<file path="config.mk">
export PLATFORM = sky130hd
export DESIGN_NAME = delimiter_message_framer_unit
export DESIGN_NICKNAME = d
export VERILOG_FILES = /design/src/rtl/dmf_pkg.sv /design/src/rtl/delimiter_message_framer_unit.sv /design/src/rtl/dmf_ram.sv /design/src/rtl/dmf_front.sv /design/src/rtl/dmf_cmd_queue.sv /design/src/rtl/dmf_back.sv
export SDC_FILE = /design/constraint.sdc
export NUM_CORES = 1
export LEC_CHECK = 0
export BUFFER_PORTS_ARGS = -buffer_cell sky130_fd_sc_hd__buf_2
export CAP_MARGIN = 25
export CORE_MARGIN = 4
export CORE_UTILIZATION = 40
export DETAILED_ROUTE_END_ITERATION = 16
export GPL_TIMING_DRIVEN = 0
export PLACE_DENSITY = 0.53
export SYNTH_ARGS = -nofsm -noshare
export SYNTH_HDL_FRONTEND = slang
export SYNTH_SLANG_ARGS = --single-unit
</file>
<file path="constraint.sdc">
create_clock -name clk -period 7.7 [get_ports clk]
set_input_delay 0.77 -clock clk [delete_from_list [all_inputs] [get_ports clk]]
set_output_delay 0.77 -clock clk [all_outputs]
set_load 0.02 [all_outputs]
</file>
<file path="src/rtl/dmf_pkg.sv">
`default_nettype none
package dmf_pkg;

	localparam int MSG_MAX     = 32;
	localparam int IDX_W       = $clog2(MSG_MAX);
	localparam int ADDR_W      = IDX_W + 1;
	localparam int STORE_DEPTH = 2 ** ADDR_W;

	localparam logic [7:0]       DELIM_CHAR   = 8'h24;
	localparam logic [7:0]       NEWLINE_CHAR = 8'h0A;
	localparam logic [15:0]      COUNT_MAX    = 16'hFFFF;
	localparam logic [15:0]      STORE_LAST   = 16'(MSG_MAX - 1);
	localparam logic [IDX_W-1:0] IDX_LAST     = IDX_W'(MSG_MAX - 1);
	localparam logic [IDX_W-1:0] IDX_FIRST    = IDX_W'(1);

	typedef struct packed {
		logic [7:0] rx_byte;
		logic       rx_error;
	} in_item_t;

	typedef struct packed {
		logic [7:0]  out_byte;
		logic        out_last;
		logic [15:0] msg_length;
	} out_item_t;

	typedef struct packed {
		logic             bank;
		logic [IDX_W-1:0] stored;
		logic [15:0]      length;
	} cmd_t;

	typedef struct packed {
		logic              en;
		logic [ADDR_W-1:0] addr;
		logic [7:0]        data;
	} ram_wr_t;

	typedef struct packed {
		logic              en;
		logic [ADDR_W-1:0] addr;
	} ram_rd_t;

endpackage
`default_nettype wire

</file>
<file path="src/rtl/delimiter_message_framer_unit.sv">
`default_nettype none
// Frames '$'-delimited messages from a byte stream. The input side takes one byte per cycle
// while fewer than two closed messages are queued or in readout; payload goes into a two-bank
// message store, so one message can be collected while the previous one is read out. full
// rises only while both banks are held. Readout runs from the store's single read port at one
// result per cycle: for each message it takes the command, then issues '$', the payload and a newline,
// slowed only by pop back-pressure on the four-entry result queue.
module delimiter_message_framer_unit (
	input  wire logic                clk,
	input  wire logic                arst_n,
	input  wire logic                push,
	output logic                     full,
	input  wire dmf_pkg::in_item_t   in_item,
	output logic                     empty,
	input  wire logic                pop,
	output dmf_pkg::out_item_t       out_item
);
	import dmf_pkg::*;

	ram_wr_t    ram_wr;
	ram_rd_t    ram_rd;
	logic [7:0] rd_data;
	logic       cmd_push, cmd_avail, cmd_pop, done;
	cmd_t       cmd_in, cmd_out;

	dmf_front u_front (
		.clk      (clk),
		.arst_n   (arst_n),
		.push     (push),
		.full     (full),
		.in_item  (in_item),
		.ram_wr   (ram_wr),
		.cmd_push (cmd_push),
		.cmd      (cmd_in),
		.done     (done)
	);

	dmf_cmd_queue u_cmd_queue (
		.clk     (clk),
		.arst_n  (arst_n),
		.push    (cmd_push),
		.cmd_in  (cmd_in),
		.avail   (cmd_avail),
		.pop     (cmd_pop),
		.cmd_out (cmd_out)
	);

	dmf_ram #(
		.WIDTH (8),
		.DEPTH (STORE_DEPTH)
	) u_store (
		.clk     (clk),
		.wr_en   (ram_wr.en),
		.wr_addr (ram_wr.addr),
		.wr_data (ram_wr.data),
		.rd_en   (ram_rd.en),
		.rd_addr (ram_rd.addr),
		.rd_data (rd_data)
	);

	dmf_back u_back (
		.clk       (clk),
		.arst_n    (arst_n),
		.cmd_valid (cmd_avail),
		.cmd       (cmd_out),
		.cmd_pop   (cmd_pop),
		.rd        (ram_rd),
		.rd_data   (rd_data),
		.done      (done),
		.empty     (empty),
		.pop       (pop),
		.out_item  (out_item)
	);

endmodule
`default_nettype wire

</file>
<file path="src/rtl/dmf_ram.sv">
`default_nettype none
module dmf_ram #(
	parameter int WIDTH = 8,
	parameter int DEPTH = 64
) (
	input  wire logic                     clk,
	input  wire logic                     wr_en,
	input  wire logic [$clog2(DEPTH)-1:0] wr_addr,
	input  wire logic [WIDTH-1:0]         wr_data,
	input  wire logic                     rd_en,
	input  wire logic [$clog2(DEPTH)-1:0] rd_addr,
	output logic      [WIDTH-1:0]         rd_data
);

	logic [WIDTH-1:0] mem_q [DEPTH];

	always_ff @(posedge clk) begin
		if (wr_en) begin
			mem_q[wr_addr] <= wr_data;
		end
		if (rd_en) begin
			rd_data <= mem_q[rd_addr];
		end
	end

endmodule
`default_nettype wire

</file>
<file path="src/rtl/dmf_front.sv">
`default_nettype none
module dmf_front (
	input  wire logic               clk,
	input  wire logic               arst_n,
	input  wire logic               push,
	output logic                    full,
	input  wire dmf_pkg::in_item_t  in_item,
	output dmf_pkg::ram_wr_t        ram_wr,
	output logic                    cmd_push,
	output dmf_pkg::cmd_t           cmd,
	input  wire logic               done
);
	import dmf_pkg::*;

	localparam logic [1:0] PH_WAIT = 2'd0;
	localparam logic [1:0] PH_OPEN = 2'd1;
	localparam logic [1:0] PH_DATA = 2'd2;

	logic [1:0]  phase_q, phase_d;
	logic [15:0] count_q, count_d, count_inc;
	logic        bad_q, bad_d;
	logic        bank_q, bank_d;
	logic [1:0]  outstanding_q, outstanding_d;
	logic        accept, is_delim;

	assign full      = (outstanding_q == 2'd2);
	assign accept    = push && !full;
	assign is_delim  = (in_item.rx_byte == DELIM_CHAR);
	assign count_inc = (count_q == COUNT_MAX) ? count_q : count_q + 16'd1;

	assign cmd.bank   = bank_q;
	assign cmd.stored = (count_q > STORE_LAST) ? IDX_LAST : count_q[IDX_W-1:0];
	assign cmd.length = count_q;

	always_comb begin
		phase_d      = phase_q;
		count_d      = count_q;
		bad_d        = bad_q;
		bank_d       = bank_q;
		cmd_push     = 1'b0;
		ram_wr.en    = 1'b0;
		ram_wr.addr  = {bank_q, count_inc[IDX_W-1:0]};
		ram_wr.data  = in_item.rx_byte;
		if (accept && in_item.rx_error) begin
			bad_d = 1'b1;
		end else if (accept) begin
			unique case (phase_q)
				PH_OPEN: begin
					if (is_delim) begin
						count_d = '0;
						bad_d   = 1'b0;
					end else begin
						phase_d     = PH_DATA;
						count_d     = 16'd1;
						ram_wr.en   = 1'b1;
						ram_wr.addr = {bank_q, IDX_FIRST};
					end
				end
				PH_DATA: begin
					if (is_delim) begin
						if (!bad_q) begin
							cmd_push = 1'b1;
							bank_d   = !bank_q;
						end
						phase_d = PH_OPEN;
						count_d = '0;
						bad_d   = 1'b0;
					end else begin
						count_d   = count_inc;
						ram_wr.en = (count_inc <= STORE_LAST);
					end
				end
				default: begin
					if (is_delim) begin
						phase_d = PH_OPEN;
						count_d = '0;
						bad_d   = 1'b0;
					end
				end
			endcase
		end
	end

	always_comb begin
		outstanding_d = outstanding_q;
		if (cmd_push && !done) begin
			outstanding_d = outstanding_q + 2'd1;
		end else if (!cmd_push && done) begin
			outstanding_d = outstanding_q - 2'd1;
		end
	end

	always_ff @(posedge clk or negedge arst_n) begin
		if (!arst_n) begin
			phase_q       <= PH_WAIT;
			count_q       <= '0;
			bad_q         <= 1'b0;
			bank_q        <= 1'b0;
			outstanding_q <= '0;
		end else begin
			phase_q       <= phase_d;
			count_q       <= count_d;
			bad_q         <= bad_d;
			bank_q        <= bank_d;
			outstanding_q <= outstanding_d;
		end
	end

`ifndef NO_ASSERTIONS
	a_no_dispatch_when_banks_held: assert property (@(posedge clk) disable iff (!arst_n)
		cmd_push |-> outstanding_q != 2'd2)
		else $error("message dispatched while both banks held");
	a_no_write_slot_zero: assert property (@(posedge clk) disable iff (!arst_n)
		ram_wr.en |-> ram_wr.addr[IDX_W-1:0] != '0)
		else $error("payload written to delimiter slot");
`endif

endmodule
`default_nettype wire

</file>
<file path="src/rtl/dmf_cmd_queue.sv">
`default_nettype none
module dmf_cmd_queue (
	input  wire logic           clk,
	input  wire logic           arst_n,
	input  wire logic           push,
	input  wire dmf_pkg::cmd_t  cmd_in,
	output logic                avail,
	input  wire logic           pop,
	output dmf_pkg::cmd_t       cmd_out
);
	import dmf_pkg::*;

	cmd_t       ent_q [2];
	logic       wp_q, rp_q;
	logic [1:0] cnt_q;

	assign avail   = (cnt_q != 2'd0);
	assign cmd_out = ent_q[rp_q];

	always_ff @(posedge clk) begin
		if (push) begin
			ent_q[wp_q] <= cmd_in;
		end
	end

	always_ff @(posedge clk or negedge arst_n) begin
		if (!arst_n) begin
			wp_q  <= 1'b0;
			rp_q  <= 1'b0;
			cnt_q <= '0;
		end else begin
			if (push) begin
				wp_q <= !wp_q;
			end
			if (pop) begin
				rp_q <= !rp_q;
			end
			if (push && !pop) begin
				cnt_q <= cnt_q + 2'd1;
			end else if (!push && pop) begin
				cnt_q <= cnt_q - 2'd1;
			end
		end
	end

`ifndef NO_ASSERTIONS
	a_no_overflow: assert property (@(posedge clk) disable iff (!arst_n)
		push |-> (cnt_q != 2'd2) || pop)
		else $error("command queue overflow");
`endif

endmodule
`default_nettype wire

</file>
<file path="src/rtl/dmf_back.sv">
`default_nettype none
module dmf_back (
	input  wire logic               clk,
	input  wire logic               arst_n,
	input  wire logic               cmd_valid,
	input  wire dmf_pkg::cmd_t      cmd,
	output logic                    cmd_pop,
	output dmf_pkg::ram_rd_t        rd,
	input  wire logic [7:0]         rd_data,
	output logic                    done,
	output logic                    empty,
	input  wire logic               pop,
	output dmf_pkg::out_item_t      out_item
);
	import dmf_pkg::*;

	localparam logic [1:0] B_IDLE  = 2'd0;
	localparam logic [1:0] B_DELIM = 2'd1;
	localparam logic [1:0] B_DATA  = 2'd2;
	localparam logic [1:0] B_NL    = 2'd3;
	localparam logic [2:0] OUT_DEPTH = 3'd4;

	logic [1:0]       st_q, st_d;
	cmd_t             cur_q;
	logic [IDX_W-1:0] idx_q, idx_d;
	logic             can_issue, issue, iss_ram, iss_last;
	logic [7:0]       iss_byte;

	logic             v_s1, ram_s1, last_s1;
	logic [7:0]       byte_s1;
	logic [15:0]      len_s1;

	out_item_t        ent_q [4];
	logic [1:0]       wp_q, rp_q;
	logic [2:0]       cnt_q;
	logic             pop_f;
	out_item_t        push_item;

	assign can_issue = (cnt_q + {2'b00, v_s1}) < OUT_DEPTH;

	always_comb begin
		st_d     = st_q;
		idx_d    = idx_q;
		issue    = 1'b0;
		iss_ram  = 1'b0;
		iss_last = 1'b0;
		iss_byte = DELIM_CHAR;
		cmd_pop  = 1'b0;
		done     = 1'b0;
		rd.en    = 1'b0;
		rd.addr  = {cur_q.bank, idx_q};
		unique case (st_q)
			B_IDLE: begin
				if (cmd_valid) begin
					cmd_pop = 1'b1;
					st_d    = B_DELIM;
				end
			end
			B_DELIM: begin
				if (can_issue) begin
					issue = 1'b1;
					idx_d = IDX_FIRST;
					st_d  = B_DATA;
				end
			end
			B_DATA: begin
				if (can_issue) begin
					issue   = 1'b1;
					iss_ram = 1'b1;
					rd.en   = 1'b1;
					if (idx_q == cur_q.stored) begin
						st_d = B_NL;
					end else begin
						idx_d = idx_q + IDX_FIRST;
					end
				end
			end
			B_NL: begin
				if (can_issue) begin
					issue    = 1'b1;
					iss_byte = NEWLINE_CHAR;
					iss_last = 1'b1;
					done     = 1'b1;
					st_d     = B_IDLE;
				end
			end
		endcase
	end

	always_ff @(posedge clk) begin
		if (cmd_pop) begin
			cur_q <= cmd;
		end
		idx_q   <= idx_d;
		ram_s1  <= iss_ram;
		last_s1 <= iss_last;
		byte_s1 <= iss_byte;
		len_s1  <= cur_q.length;
	end

	assign push_item.out_byte   = ram_s1 ? rd_data : byte_s1;
	assign push_item.out_last   = last_s1;
	assign push_item.msg_length = len_s1;

	assign empty    = (cnt_q == 3'd0);
	assign pop_f    = pop && !empty;
	assign out_item = ent_q[rp_q];

	always_ff @(posedge clk) begin
		if (v_s1) begin
			ent_q[wp_q] <= push_item;
		end
	end

	always_ff @(posedge clk or negedge arst_n) begin
		if (!arst_n) begin
			st_q  <= B_IDLE;
			v_s1  <= 1'b0;
			wp_q  <= '0;
			rp_q  <= '0;
			cnt_q <= '0;
		end else begin
			st_q <= st_d;
			v_s1 <= issue;
			if (v_s1) begin
				wp_q <= wp_q + 2'd1;
			end
			if (pop_f) begin
				rp_q <= rp_q + 2'd1;
			end
			if (v_s1 && !pop_f) begin
				cnt_q <= cnt_q + 3'd1;
			end else if (!v_s1 && pop_f) begin
				cnt_q <= cnt_q - 3'd1;
			end
		end
	end

`ifndef NO_ASSERTIONS
	a_out_fifo_bound: assert property (@(posedge clk) disable iff (!arst_n)
		cnt_q <= OUT_DEPTH)
		else $error("result queue overflow");
	a_last_is_newline: assert property (@(posedge clk) disable iff (!arst_n)
		(v_s1 && last_s1) |-> (byte_s1 == NEWLINE_CHAR) && !ram_s1)
		else $error("last flag on a byte other than newline");
`endif

endmodule
`default_nettype wire
</file>
Yosys cells after proc, flatten, opt, wreduce, memory -nomap -nowiden
Memory sizes are Yosys's and may differ from the RTL's. A register that Yosys moved wholly into a read port is not among the register bits.
Index checks and enable logic that the tools add are counted.

storage, ports and cells
  word-level logic and storage cells = 143
  output and inout port bits = 27
  register bits = 67
  memories = 3
  bits of input ports = 13
  bits in writable memories = 656

cells by class
  multiplexer cells = 53
  $add $sub $neg = 11
  bitwise gates (word level) = 2
  reductions and logical operators = 37
  order comparisons = 3
  equality and inequality tests = 16

memories
  name               words  width  rd ports  clocked after Yosys merged registers in  write ports  RTL line             RTL
  u_store.mem_q      64     8      1         1                                        1            dmf_ram.sv:15        logic [WIDTH-1:0] mem_q [DEPTH];
  u_back.ent_q       4      25     1         0                                        1            dmf_back.sv:33       out_item_t ent_q [4];
  u_cmd_queue.ent_q  2      22     1         1                                        1            dmf_cmd_queue.sv:13  cmd_t ent_q [2];

operators by type and width
  operator               number
  $mux 16                3
  $pmux 16 s2            1
  $mux 2                 12
  $mux 1                 22
  $mux 7                 3
  $mux 5                 4
  $add 16x1->16 const B  1
  $eq 16x16->1 const B   1
  $gt 16x5->1 const B    1
  $le 16x5->1 const B    1
  $reduce_bool 2->1      8
  $mux 6                 2
  $logic_not 1->1        10
  $pmux 5 s2             1
  $reduce_and 5->1       2
  $logic_and 1x1->1      9
  $add 2x1->2 const B    4
  $eq 2x2->1 const B     4
  $eq 8x6->1 const B     1
  $mux 8                 1
  $ne 2x1->1 const B     4
  $pmux 2 s4             1
  $reduce_and 4->1       2
  $mux 3                 2
  17 further kinds       22

Depth between registers and ports, before layout
Gate-level depths: netlist of run 1.

  depth after elaboration = 9
  depth in mapped cells = 10
  depth with buffers taken out = 8

Modules after synthesis
A second synthesis of run 1 with hierarchy kept.

unflattened totals
  cells, all modules = 1514
  area, all modules = 29439.5 um2

modules (own cells, without submodules)
  module         seq. area each (um2)  area an instance (um2)  cells each  instances
  dmf_ram        15615.0               20246.9                 940         1
  dmf_back       4464.3                5688.0                  274         1
  dmf_cmd_queue  1421.4                1774.2                  83          1
  dmf_front      550.5                 1730.4                  217         1

Least setup slack after synthesis of run 1
Ideal clock, no wire load.

  path kind = input-to-reg
  start point = in in_item[5] (netlist bit)
  end point = mem u_store.mem_q[2][0], enable pin
  arrival = 3.074 ns
  required time = 7.314 ns
  stages = 7
  buffers on the path = 1
  library setup time = 0.386 ns
  path slack = 4.240 ns
  path through = nor4b_1 -> nand2_1 -> and3_1 -> buf_2 -> nor4b_2 -> nand2_1 -> a211oi_1

between the ends
  longest elaborated chain between the ends = 7
  elaborated cells on any way between the ends = 9
  classes of those cells = eq/ne (1); mux (8)

ends and longest elaborated chain
  element                           RTL line                             RTL
  from (decl)                       delimiter_message_framer_unit.sv:13  input wire dmf_pkg::in_item_t in_item,
  $eq 8x6->1 (*)                    dmf_front.sv:28                      assign is_delim = (in_item.rx_byte == DELIM_CHAR);
  $mux 1 or $mux 7 (tied branches)  dmf_front.sv:60, dmf_front.sv:49
  $pmux 1 s2                        dmf_front.sv:47                      unique case (phase_q)
  $mux 7 (*)                        dmf_front.sv:46                      end else if (accept) begin
  $mux 7 (*)                        dmf_front.sv:44                      if (accept && in_item.rx_error) begin
  $mux 1                            dmf_ram.sv:18                        if (wr_en) begin
  $mux 1 (not written as such)      dmf_ram.sv:19                        mem_q[wr_addr] <= wr_data;
  to (decl)                         dmf_ram.sv:15

Mark *: on every way between the ends. The rest lies on a longest branch, timed or not.

Final worst setup path of run 1
  start point = in in_item[3] (netlist bit)
  end point = mem u_store.mem_q[14][2], enable pin

Same word-level chain as after synthesis.

==> summary.txt, run 1 <==
Pwr
  – VDD IR max: 0.000173 V
  – Sequential share of power: 0.424
  – Switching pwr: 3.58 mW
  – Cell Int Power: 8.36 mW
  – Combinational share of power: 0.267
  – Power per standard cell area: 349 mW/mm2
  – PnR Total Power: 11.9 mW
  – Pleak: 11.0 nW
  – Clock Power Share: 0.309
  – Sw frac: 0.300

Placed design
  – Hpwl dp: 45.1 mm
  – Port buffer count: 39
  – Gpl congestion: 0.827
  – Place WS: 2.43 ns

Floorplan
  – Initial Util: 0.405
  – Die W: 280 um
  – Ports: 40
  – Core outline area: 0.0732 mm2
  – Die Ht: 280 um
  – Num rows: 99
  – Die Footprint: 0.0785 mm2

Routing
  – Via count: 14800
  – Post-Route WL: 67.1 mm
  – DR pass1 iterations: 5
  – Drt wl/cell: 24.9 um
  – Post-route DRC: 0
  – Via-to-Cell Ratio: 5.49
  – Initial drt markers: 1401
  – Antenna Nets Post-Route: 0

CTS
  – Post-CTS resize count: 0
  – Root Buffer: clkbuf_16
  – # hold bufs at CTS: 0
  – Clock tree buffer depth: 3
  – Clk pin slew, worst setup/hold paths: 0.06 ns
  – Setup Buffers After CTS: 0
  – Cts bufs inserted: 80
  – Num Clock Sinks: 747
  – Htree depth: 3
  – CTS tree: yes
  – Worst-skew pair later-pin latency: 0.63 ns

Layout
  – Area occupied by multi-input gates: 0.00718 mm2
  – Storage cell area: 0.0221 mm2
  – Antenna fix cells: 0
  – Layout net count: 1698
  – Fill cells: 6133
  – Synth-to-layout area growth: 15.4%
  – Share of cells above drive strength 1: 0.267

Worst setup path
  – Nature of the critical path endpoint: register
  – CP Max Fanout: 33
  – FF-to-FF Start: u_front.count_q[1]$_DFFE_PN0P_
  – Critical path origin: in_item[3]
  – Critical path startpoint category: input port
  – Crit path kind: input port to register
  – Worst Path Arrival: 5.00 ns
  – Critical Path RT: 8.02 ns

Timing
  – Slew headroom: 0.204
  – Worst Setup Slack, final: 3.03 ns
  – Slew Limit Fails: 0
  – Period utilization: 0.607
  – Hold slack final: 0.115 ns
  – Number of hold violations in the final report: 0
  – Slew of the pin with the lowest slew margin: 1.19 ns
  – Clock skew: 0.0269 ns
  – Upper clock frequency limit: 214 MHz
  – Setup TNS: 0 ns
  – Minimum clock period: 4.67 ns
  – Setup-failing EPs final: 0
  – RSZ-0062 raised after global routing: no

Synthesis
  – Most common cell in the netlist: edfxtp_1
  – Synth top area cells: edfxtp_1, mux4_2, dfrtp_1, dfxtp_1, nand3_1
  – Async set-reset flop share out of synthesis: 0.0482
  – Mapped cell area: 0.0296 mm2
  – Unique masters post-synth: 64
  – Yosys top cell area share: 0.701
  – Post-synth top flop: edfxtp_1
  – Synth cell count leaders: edfxtp_1, mux4_2, nand3_1
  – Post-Synthesis Net Count: 1527
  – Synth area leader: edfxtp_1
  – Post-synth EDFFs: 691
  – Post-synthesis register bit count: 747
  – Yosys warns: 0
  – Mapped Cells: 1497
  – Register area share after synthesis: 0.745
  – Syn_area_per_cell: 19.8 um2

Global route
  – Initial antenna violation count: 0
  – Met1 global-route usage: 0.238
  – Largest net degree at the start of global routing: 66
  – Most used routing layer: met2
  – Gr ovfl total: 0
  – GRT met3 Usage: 0.0364
  – First-pass GRT wire length: 100 mm
  – M2 GR Usage: 0.275
  – GRT Total Usage: 0.172
  – Vias in the first global route: 15200

Run status
  – Status: finished, final reports clean

Hold path
  – HP Class: input port to async pin

Flow run
  – Max-cap violations: 0
==> stage by stage <==
| step | utilization | area (um2) | instances |
|---|---|---|---|
| 2_1_floorplan | - | 29600 | 1497 |
| 3_3_place_gp | 0.424 | 31000 | 2495 |
| 3_5_place_dp | 0.430 | 31500 | 2530 |
| 4_1_cts | 0.464 | 34000 | 2673 |
| 5_1_grt | 0.467 | 34200 | 2688 |
| 6_report | 0.467 | 34200 | 2688 |
==> cell type report <==
type,instances,share of cell area
Buffer,96,0.0112
Clock buffer,107,0.0624
Clock inverter,36,0.0115
Inverter,16,0.00176
Multi-Input combinational cell,638,0.210
Sequential cell,747,0.645
Tap cell,959,0.0351
Timing Repair Buffer,89,0.0227
==> flip-flops by register name, indices dropped and copies added, names as in the netlist, 3 cells and up <==
signal	count
u_back.cnt_q	3
u_back.cur_q	21
u_back.ent_q	100
u_back.idx_q	5
u_back.len_s1	16
u_cmd_queue.ent_q	44
u_front.count_q	16
u_store.mem_q	512
u_store.rd_data	8
==> placed cells by master (no fill, tap or decap), types with 4 or more instances in the layout <==
cell / Yosys / routed
nand2_1: 59 / 59
a22oi_1: 16 / 16
buf_2: 16 / 62
dfxtp_1: 20 / 20
buf_1: 21 / 21
xor2_1: 15 / 15
o21ai_0: 22 / 22
mux2_2: 24 / 24
a31oi_1: 9 / 9
nand4_1: 9 / 9
mux4_2: 185 / 185
a211oi_2: 1 / 9
xnor2_1: 14 / 14
and2_2: 0 / 4
a211oi_1: 17 / 9
inv_1: 16 / 16
clkinv_2: 0 / 15
buf_4: 1 / 24
buf_8: 0 / 8
nand3_1: 63 / 63
nor2_1: 19 / 19
ha_1: 16 / 16
clkbuf_16: 0 / 80
buf_12: 0 / 8
edfxtp_1: 691 / 691
nand2b_1: 6 / 6
nor4_1: 9 / 9
and3_1: 5 / 5
a21oi_1: 61 / 61
and2_1: 15 / 11
nor3_1: 12 / 11
bufinv_16: 0 / 5
or2_2: 7 / 7
clkinv_1: 0 / 7
nor2b_1: 5 / 4
dfrtp_1: 36 / 36
clkbuf_1: 58 / 82
==> cells by family (layout without fill, tap and decap cells) <==
logic type,after synthesis,in the layout,synth area share
adders and majority gates,17,17,0.00743
AOI/OAI and AO/OA,152,152,0.0327
muxes,212,212,0.151
xor gates and xnor gates,29,29,0.00858
and+or+nand+nor,228,228,0.0409
DFF,747,747,0.745
buffers and inverters,112,344,0.0150
==> layer usage <==
| metal | routed length, um | up-vias |
|---|---|---|
| li1 | - | 6494 |
| met4 | 2010 | 0 |
| met2 | 32200 | 419 |
| met1 | 29100 | 7733 |
| met5 | 0 | - |
| met3 | 3780 | 110 |
==> critical path, cell delays in order <==
cell	delay, ns
buf_2	0.53
buf_12	0.28
nor4b_1	0.42
nand2_1	0.29
and3_1	0.28
buf_2	0.22
nor4_2	0.82
buf_2	0.30
nand2_1	0.06
a211oi_1	0.68
buf_2	0.32
==> worst paths after layout <==
path,endpoint,slack (ns),cells after the start
setup / recovery,u_store.mem_q[14][2]$_DFFE_PP_,3.03,11
hold / removal,u_front.count_q[11]$_DFFE_PN0P_,0.12,2
setup reg to reg,u_store.mem_q[14][2]$_DFFE_PP_,3.25,9
hold reg to reg,u_back.len_s1[7]$_DFF_P_,0.33,0
max in group asynchronous,u_front.bad_q$_DFFE_PN0P_,7.37,2
min in group clk,u_back.len_s1[7]$_DFF_P_,0.33,0
==> power by group through the flow <==
stage,combinational (mW),clock (mW),sequential (mW)
after global placement,3.12,0,5.14
after detailed placement,3.17,0,5.15
after global routing,3.39,3.97,5.10
after floorplan,2.06,0,5.08
after CTS,3.18,3.79,5.07
final,3.18,3.69,5.07
Note: power is estimated with default switching activity, not from simulation.
==> inputs of run 2 (changes only) <==
--- a/config.mk
+++ b/config.mk
@@ -11,7 +11,7 @@
 export CORE_UTILIZATION = 40
 export DETAILED_ROUTE_END_ITERATION = 16
 export GPL_TIMING_DRIVEN = 0
-export PLACE_DENSITY = 0.53
+export PLACE_DENSITY = 0.55
 export SYNTH_ARGS = -nofsm -noshare
 export SYNTH_HDL_FRONTEND = slang
 export SYNTH_SLANG_ARGS = --single-unit
==> constraint.sdc (replaced) <==
create_clock -name clk -period 4.2 [get_ports clk]
set_input_delay 0.42 -clock clk [delete_from_list [all_inputs] [get_ports clk]]
set_output_delay 0.42 -clock clk [all_outputs]
set_load 0.02 [all_outputs]
==> run 2 against run 1 <==
Compared with the run above: the run now ends with setup timing left; critical path depth fell by 2; largest cell class unchanged; first-iteration DRC count fell by 2.0%; die area did not move; sequential cell count did not move; clock power rose by 87%; wire length fell by 1.6%; setup slack got worse by 3.1 ns; critical endpoint is now u_store.mem_q[41][3]$_DFFE_PP_; via count rose by 0.76%; core utilization rose by 0.37 points; largest power group unchanged.
==> summary.txt, run 2 (synthesis gave the netlist of run 1 again) <==
CTS
  – Clock tree buffer depth: 3
  – Clk pin slew, worst setup/hold paths: 0.06 ns
  – Root Buffer: clkbuf_16
  – Cts bufs inserted: 78
  – CTS tree: yes
  – Htree depth: 3
  – Worst-skew pair later-pin latency: 0.65 ns
  – Num Clock Sinks: 747

Layout
  – Commonest non-fill, non-tap cell in the layout: edfxtp_1
  – Largest register FFs: 512
  – Largest reg by FF count: u_store.mem_q
  – Most frequent cells in the layout: edfxtp_1, mux4_2, clkbuf_16
  – Design Area, Final: 0.0344 mm2
  – Top Registers: u_store.mem_q (512), u_back.ent_q (100), u_cmd_queue.ent_q (44)
  – Share of cells above drive strength 1: 0.287
  – Layout net count: 1697
  – Fill cells: 6110
  – Synth-to-layout area growth: 16.3%
  – Antenna fix cells: 0

Placed design
  – DP Area: 0.0314 mm2
  – Port buffer count: 39
  – Gpl congestion: 0.835
  – Hpwl dp: 44.2 mm

Floorplan
  – Die Footprint: 0.0785 mm2
  – Die W: 280 um
  – Ports: 40
  – Die Ht: 280 um
  – Core outline area: 0.0732 mm2
  – Num rows: 99
  – Initial Util: 0.405

Timing
  – Number of hold violations in the final report: 0
  – Worst Setup Slack, final: -0.0810 ns
  – Upper clock frequency limit: 234 MHz
  – Period utilization: 1.02
  – Clock skew: 0.0441 ns
  – RSZ-0062 raised after global routing: yes
  – Slew of the pin with the lowest slew margin: 1.02 ns
  – Minimum clock period: 4.28 ns
  – Hold slack final: 0.0779 ns
  – Setup-failing EPs final: 16
  – Slew headroom: 0.316
  – Slew Limit Fails: 0

Flow run
  – Max-cap violations: 0

Routing
  – Post-route DRC: 0
  – Via-to-Cell Ratio: 5.53
  – Antenna Nets Post-Route: 0
  – DR pass1 iterations: 5
  – Post-Route WL: 66.0 mm
  – Via count: 14900
  – Initial drt markers: 1373
  – Drt wl/cell: 24.5 um

Worst setup path
  – Reg2reg end: u_store.mem_q[41][3]$_DFFE_PP_
  – Crit path kind: register to register
  – R2R Setup Slk: -0.08 ns
  – Nature of the critical path endpoint: register
  – Worst Path Arrival: 4.53 ns
  – Crit path capture: u_store.mem_q[41][3]$_DFFE_PP_
  – Critical path origin: u_front.count_q[1]$_DFFE_PN0P_
  – R2R depth: 9
  – FF-to-FF Start: u_front.count_q[1]$_DFFE_PN0P_
  – CP Max Fanout: 12
  – Critical Path RT: 4.45 ns
  – Critical path startpoint category: register

Global route
  – Vias in the first global route: 15200
  – GRT Total Usage: 0.170
  – Gr ovfl total: 0
  – Largest net degree at the start of global routing: 66
  – First-pass GRT wire length: 99.3 mm
  – Initial antenna violation count: 0

Pwr
  – Clock Power Share: 0.313
  – Sw frac: 0.301
  – Power per standard cell area: 639 mW/mm2
  – Switching pwr: 6.63 mW
  – Pleak: 11.0 nW
  – VDD IR max: 0.000373 V
  – Sequential share of power: 0.422
  – Cell Int Power: 15.4 mW
  – Combinational share of power: 0.265

Run status
  – Failing checks: setup timing
  – Status: finished, violations left

Hold path
  – HP Class: input port to register
## run 2: how the worst min path moves through the flow
| stage | endpoint | slack [ns] | startpoint | cells past startpoint |
|---|---|---|---|---|
| 3_3_place_gp | u_back.len_s1[15]$_DFF_P_ | 0.33 | u_back.cur_q[15]$_DFFE_PP_ | 0 |
| 3_5_place_dp | u_back.len_s1[10]$_DFF_P_ | 0.33 | u_back.cur_q[10]$_DFFE_PP_ | 0 |
| 5_1_grt | u_back.rp_q[1]$_DFFE_PN0P_ | 0.06 | pop | 3 |
| 6_report | u_back.rp_q[1]$_DFFE_PN0P_ | 0.08 | pop | 3 |
| 4_1_cts | u_back.rp_q[1]$_DFFE_PN0P_ | 0.03 | pop | 3 |
| 2_1_floorplan | u_back.cnt_q[0]$_DFFE_PN0P_ | 0.12 | arst_n | 0 |
## run 2: layout make-up
type | instances | area (um2) | area share
multi-input cells | 638 | 7330 | 0.213
inverters | 16 | 60.1 | 0.00174
repair buffers | 90 | 787 | 0.0229
flip-flops and latches | 747 | 22100 | 0.640
plain buffers | 96 | 392 | 0.0114
clock inverters | 43 | 559 | 0.0162
clock buffers | 98 | 2060 | 0.0597
well taps | 959 | 1200 | 0.0348
## run 2: metrics by stage
step | total power, mW | utilization | instances | TNS [ns] | setup slack (ns)
5_1_grt | 23.0 | 0.470 | 2687 | -5.24 | -0.255
3_3_place_gp | 15.1 | 0.424 | 2495 | -479.03 | -1.42
2_1_floorplan | 13.1 | - | 1497 | 0 | 0.827
4_1_cts | 22.2 | 0.465 | 2666 | -3.21 | -0.116
3_5_place_dp | 15.3 | 0.429 | 2524 | -158.42 | -0.619
6_report | 22.0 | 0.470 | 2687 | -0.975 | -0.0810
## run 2: what timing repair did
action                                  4_1_cts  5_1_grt
hold endpoints to repair                     36        0
setup buffers                                 0        0
gates resized for setup                      12       32
endpoints found under the setup margin      123      252
hold buffers                                  1        0
## run 2: per-layer routing
metal | vias to the layer above | wire length [um] | GRT usage
li1 | 6489 | - | -
met1 | 7849 | 28700 | 0.239
met2 | 435 | 32100 | 0.272
met3 | 95 | 3560 | 0.0295
met4 | 0 | 1620 | 0.0545
met5 | - | 0 | 0
## run 2: power groups by stage
stage          sequential (mW)  clock (mW)  combinational (mW)
3_5_place_dp              9.45           0                5.80
4_1_cts                   9.30        7.07                5.83
6_report                  9.28        6.90                5.84
5_1_grt                   9.35        7.40                6.24
3_3_place_gp              9.42           0                5.65
2_1_floorplan             9.32           0                3.78
## run 2: critical path: stages (launching register included)
cell and delay, ns:
dfrtp_1 0.62, ha_1 0.34, nand3_1 0.28, nor4_1 0.34, mux2_2 0.39, a21oi_1 0.19, o2111ai_1 0.24, buf_6 0.23
clkbuf_1 0.37, a21oi_1 0.88
